## src/sv/tie_pkg.sv

```systemverilog
// Package: command codes, status codes and queue entry type for the execute unit.
package tie_pkg;

    localparam logic [5:0] CMD_NOP     = 6'd0;
    localparam logic [5:0] CMD_BRNZP   = 6'd7;
    localparam logic [5:0] CMD_ADD     = 6'd8;
    localparam logic [5:0] CMD_MUL     = 6'd9;
    localparam logic [5:0] CMD_SUB     = 6'd10;
    localparam logic [5:0] CMD_DIV     = 6'd11;
    localparam logic [5:0] CMD_ADDI    = 6'd12;
    localparam logic [5:0] CMD_MOD     = 6'd13;
    localparam logic [5:0] CMD_AND     = 6'd14;
    localparam logic [5:0] CMD_NOT     = 6'd15;
    localparam logic [5:0] CMD_OR      = 6'd16;
    localparam logic [5:0] CMD_XOR     = 6'd17;
    localparam logic [5:0] CMD_ANDI    = 6'd18;
    localparam logic [5:0] CMD_LDR     = 6'd19;
    localparam logic [5:0] CMD_STR     = 6'd20;
    localparam logic [5:0] CMD_CONST   = 6'd21;
    localparam logic [5:0] CMD_HICONST = 6'd22;
    localparam logic [5:0] CMD_CMP     = 6'd23;
    localparam logic [5:0] CMD_CMPU    = 6'd24;
    localparam logic [5:0] CMD_CMPI    = 6'd25;
    localparam logic [5:0] CMD_CMPIU   = 6'd26;
    localparam logic [5:0] CMD_SLL     = 6'd27;
    localparam logic [5:0] CMD_SRA     = 6'd28;
    localparam logic [5:0] CMD_SRL     = 6'd29;
    localparam logic [5:0] CMD_JSRR    = 6'd30;
    localparam logic [5:0] CMD_JSR     = 6'd31;
    localparam logic [5:0] CMD_JMPR    = 6'd32;
    localparam logic [5:0] CMD_JMP     = 6'd33;
    localparam logic [5:0] CMD_TRAP    = 6'd34;
    localparam logic [5:0] CMD_RTI     = 6'd35;
    localparam logic [5:0] CMD_ILLEGAL = 6'd36;
    localparam logic [5:0] CMD_LOADW   = 6'd37;

    localparam logic [3:0] ST_OK        = 4'd0;
    localparam logic [3:0] ST_EXIT      = 4'd1;
    localparam logic [3:0] ST_UDATA_PC  = 4'd2;
    localparam logic [3:0] ST_OSDATA_PC = 4'd3;
    localparam logic [3:0] ST_OSCODE_PC = 4'd4;
    localparam logic [3:0] ST_ILLEGAL   = 4'd5;
    localparam logic [3:0] ST_UCODE_D   = 4'd6;
    localparam logic [3:0] ST_OSCODE_D  = 4'd7;
    localparam logic [3:0] ST_OSDATA_D  = 4'd8;

    localparam logic [15:0] PSR_RESET = 16'h8002;
    localparam logic [15:0] EXIT_PC   = 16'h80FF;

    // Classified instruction handed from front to back
    typedef struct packed {
        logic [5:0]  cmd;
        logic        is_loadw;
        logic        is_div;
        logic        is_mem;
        logic        illegal;
        logic [2:0]  dest_reg;
        logic [2:0]  src_reg_s;
        logic [2:0]  src_reg_t;
        logic [15:0] imm;
        logic [15:0] load_address;
    } instr_t;

    // Result word
    typedef struct packed {
        logic [3:0]  status;
        logic [15:0] next_pc;
        logic [15:0] psr_value;
        logic        reg_written;
        logic [2:0]  reg_index;
        logic [15:0] reg_value;
        logic        mem_written;
        logic [15:0] mem_address;
        logic [15:0] mem_value;
    } result_t;

endpackage

```

## src/sv/tie_front.sv

```systemverilog
// Front end: accepts and classifies instruction words into a short queue.
module tie_front (
    input  logic           clk,
    input  logic           rst_n,
    input  logic           push,
    output logic           full,
    input  logic [5:0]     cmd,
    input  logic [2:0]     dest_reg,
    input  logic [2:0]     src_reg_s,
    input  logic [2:0]     src_reg_t,
    input  logic [15:0]    imm,
    input  logic [15:0]    load_address,
    output logic           q_valid,
    input  logic           q_take,
    output tie_pkg::instr_t q_word
);
    import tie_pkg::*;

    instr_t     slot_reg [2];
    logic [1:0] cnt_reg, cnt_next;
    logic       wp_reg, rp_reg;
    logic       do_push, do_pop;
    instr_t     cls;

    // Classification
    always_comb
    begin
        cls.cmd          = cmd;
        cls.is_loadw     = (cmd == CMD_LOADW);
        cls.is_div       = (cmd == CMD_DIV) || (cmd == CMD_MOD);
        cls.is_mem       = (cmd == CMD_LDR) || (cmd == CMD_STR);
        cls.illegal      = (cmd >= CMD_ILLEGAL) && (cmd != CMD_LOADW);
        cls.dest_reg     = dest_reg;
        cls.src_reg_s    = src_reg_s;
        cls.src_reg_t    = src_reg_t;
        cls.imm          = imm;
        cls.load_address = load_address;
    end

    assign full    = (cnt_reg == 2'd2);
    assign do_push = push && !full;
    assign q_valid = (cnt_reg != 2'd0);
    assign do_pop  = q_take && q_valid;
    assign q_word  = slot_reg[rp_reg];

    always_comb
    begin
        cnt_next = cnt_reg;
        if (do_push && !do_pop)
        begin
            cnt_next = cnt_reg + 2'd1;
        end
        else if (do_pop && !do_push)
        begin
            cnt_next = cnt_reg - 2'd1;
        end
    end

    // Queue pointers
    always_ff @(posedge clk or negedge rst_n)
    begin
        if (!rst_n)
        begin
            cnt_reg <= 2'd0;
            wp_reg  <= 1'b0;
            rp_reg  <= 1'b0;
        end
        else
        begin
            cnt_reg <= cnt_next;
            if (do_push)
            begin
                wp_reg <= ~wp_reg;
            end
            if (do_pop)
            begin
                rp_reg <= ~rp_reg;
            end
        end
    end

    // Queue storage
    always_ff @(posedge clk)
    begin
        if (do_push)
        begin
            slot_reg[wp_reg] <= cls;
        end
    end

endmodule

```

## config.mk

```make
export PLATFORM = sky130hd
export DESIGN_NAME = tie_front
export DESIGN_NICKNAME = d
export VERILOG_FILES = /design/src/sv/tie_pkg.sv /design/src/sv/tie_front.sv
export SDC_FILE = /design/constraint.sdc
export NUM_CORES = 1
export LEC_CHECK = 0
export BUFFER_PORTS_ARGS = -buffer_cell sky130_fd_sc_hd__clkbuf_2
export CAP_MARGIN = 25
export CORE_UTILIZATION = 24
export CTS_CLUSTER_DIAMETER = 120
export DETAILED_ROUTE_END_ITERATION = 10
export PLACE_DENSITY = 0.47
export SLEW_MARGIN = 20
export SYNTH_ARGS = -nofsm -noshare
export SYNTH_HDL_FRONTEND = slang
export SYNTH_SLANG_ARGS = --single-unit
```

## constraint.sdc

```tcl
create_clock -name clk -period 3.2 [get_ports clk]
set_input_delay 0.16 -clock clk [delete_from_list [all_inputs] [get_ports clk]]
set_output_delay 0.16 -clock clk [all_outputs]
set_load 0.05 [all_outputs]
```

==> metrics <==
gr usage total=under 10%; RD Place Congestion=between 0.5 and 0.6; CP Buf/Inv Count=2; Area Growth Syn to Fin=33.74%; clock sink total=106; Residual DRC=0; setup violators final=0; top-area cell type share of the netlist area=between 70% and 80%; Post-layout nets=roughly 400; multi-input logic area=around 950 µm²; Post-Synth XOR/XNOR Area=1.243%; Max-Cap Viols=0; cell chain of the critical path=buf_12, mux2_2, clkbuf_2; crit path DAT=~2.1 ns; drt pass-1 iters=4; delay-heaviest family, CP=flip-flops; Compound-Gate Fraction of Synth Area=less than 1%; global-route wire length before repair=12,030 µm; kind of critical path=reg -> out; Hold Path Sink=slot_reg[0][49]$_DFFE_PP_; post-CTS sizing=0; Post-Syn Area per Cell=roughly 22 µm²; Crit-path slowest cell=dfrtp_4; Max H-tree Level=3; Worst-Skew Late Latency=0.34 ns; GRT Residual Overflow=0; leak pwr=between 0.002 and 0.0025 µW; Final Total Pwr=approximately 5500 µW; final hold violations=0; Post-CTS Setup Bufs=0; antenna viol nets, final=0; WL per Instance=between 10 and 15 µm; IO Pins=roughly 100; FF/Latch Area=~0.0032 mm²; initial antenna violation count=0; Die Y=around 130 µm; fin cells=about 570; clk slew on worst S/H paths=~0.07 ns; vias per cell=3.825; fmax=about 450 MHz; layout cells sized above 1=between 50% and 60%; area leader, netlist=edfxtp_1; CP Max Fanout=27; flop-to-flop setup slack=approximately 1.3 ns; Final Skew=0.004643 ns; setup TNS=0 ns; Adder-Cell Fraction of Synth Area=less than 1%; number of DRC markers in iteration 0=around 110; Slew Limit Fails=0; IR drop worst, VDD=~0.00045 V; Mapped Area=~0.0042 mm²; TritonCTS clock tree=built; Std-Cell Rows=48; run status=finished clean; Cells after Synth=roughly 190; post-synthesis simple-gate area fraction=~2.4%; total wire length=about 8000 µm; Reg2Reg Depth=3; Slew @ Worst Pin=approximately 0.74 ns; die width=around 130 µm; FILL cells=1,702; dpl cells=between 500 and 600; FF-to-FF Start=cnt_reg[0]$_DFFE_PN0P_; clock buffer depth=2; largest cells by area after synthesis=edfxtp_1, mux2_4, buf_12; Tightest Hold Check Type=in -> reg; Critical Path RT=approximately 3 ns; flops & latches, synth=~110; Root Buffer=clkbuf_16; Yosys warning total=0; Setup crit end kind=primary output; vias in the first global route=between 2,000 and 2,500; Rel. slew slack=between 50 and 60%; IO buf count=between 100 and 150; Synthesized Nets=243; Detail Placement HPWL=4830 µm; mux contribution to synthesized area=17.93%; Seq/Total Area, Yosys=between 70% and 80%; Period minus WS final=2.230 ns; Worst Setup Start Kind=flip-flop; diodes inserted=0; Power Density=~980 mW/mm²; hold path start=cmd[4]; Die ar.=0.01815 mm²; largest net degree at the start of global routing=between 50 and 60; Tcrit/Tclk final=between 60 and 70%; initial core utilization=24.53%; commonest non-fill, non-tap cell in the layout=clkbuf_2; RSZ-0062 raised after global routing=no; Core Box Area=roughly 0.017 mm²; Netlist cell types=21; commonest non-fill, non-tap cells in the layout=clkbuf_2, edfxtp_1, mux2_4; via count=approximately 2,200; max reg flops=roughly 100; Slowest Stage Delay on Critical Path=0.80 ns; Hold Path Depth=1; largest family of logic cells by synthesized area=multiplexers; Num CTS Buffers=9; RR Endpoint=slot_reg[1][25]$_DFFE_PP_
==> layer usage <==
| metal | GRT usage (%) | up-vias | wire, µm |
|---|---|---|---|
| li1 | - | 1049 | - |
| met1 | 10.75 | 1069 | 3409 |
| met2 | 14.81 | 62 | 3829 |
| met3 | 3.491 | 12 | 478 |
| met4 | 4.494 | 0 | 140 |
| met5 | 0 | - | 0 |
==> cells by family (layout without fill, tap and decap cells) <==
logic type,count (synthesis),count (layout)
compound gates,3,3
mux,51,51
flops,106,106
buf+inv,9,166
fa+ha+maj,1,1
xor+xnor,6,6
simple gates,15,15
==> power breakdown <==
group / switching [µW] / leakage (µW) / internal [µW] / total (µW)
registers: 186 / 0.000996 / 1900 / 2090
logic: 1630 / 0.00113 / 819 / 2450
clock network: 477 / 0.000130 / 523 / 1000
total: 2300 / 0.00225 / 3250 / 5540
==> final cells by class <==
cell class                      count  area share, %
Clock buffer                       10          4.050
Clock inverter                      5         0.5532
Inverter                            3         0.1992
Multi-Input combinational cell     76          16.82
Sequential cell                   106          56.01
Tap cell                          225          4.979
Timing Repair Buffer              148          17.39
==> how the worst max path moves through the flow <==
stage | startpoint | to | slack (ns) | cells past startpoint
2_1_floorplan | cnt_reg[0]$_DFFE_PN0P_ | slot_reg[0][0]$_DFFE_PP_ | 0.83 | 3
3_3_place_gp | cnt_reg[0]$_DFFE_PN0P_ | slot_reg[1][3]$_DFFE_PP_ | 1.30 | 3
6_report | rp_reg$_DFFE_PN0P_ | q_word[7] | 0.97 | 3
3_5_place_dp | rp_reg$_DFFE_PN0P_ | q_word[7] | 1.30 | 3
5_1_grt | rp_reg$_DFFE_PN0P_ | q_word[7] | 0.84 | 3
4_1_cts | rp_reg$_DFFE_PN0P_ | q_word[7] | 0.90 | 3
==> synthesized netlist by cell type, drive strengths merged <==
master and count:
nand4bb 1, xnor2 4, or2 1, and3 1
nand2b 2, o21ai 1, xor2 2, nor4b 2
and3b 1, a21oi 1, a21boi 1, buf 6
nand2 2, edfxtp 102, inv 3, dfrtp 4
mux2 51, nor2 5, ha 1
==> metrics by stage <==
stage          setup WS, ns  cell area, µm²  utilization (%)  hold slack, ns
5_1_grt              0.8355            5654            32.80         0.05661
6_report             0.9698            5654            32.80         0.06374
3_3_place_gp          1.302            4974            28.85        -0.02358
2_1_floorplan        0.8268            4230                -         -0.1356
3_5_place_dp          1.297            4974            28.85        -0.02408
4_1_cts              0.9041            5654            32.80         0.04928
==> timing repair <==
item	in CTS	in global routing
hold buffers	42	0
setup endpoints to repair	0	0
endpoints found under the hold margin	85	0
No activity file was read; power rests on OpenSTA's default activity.
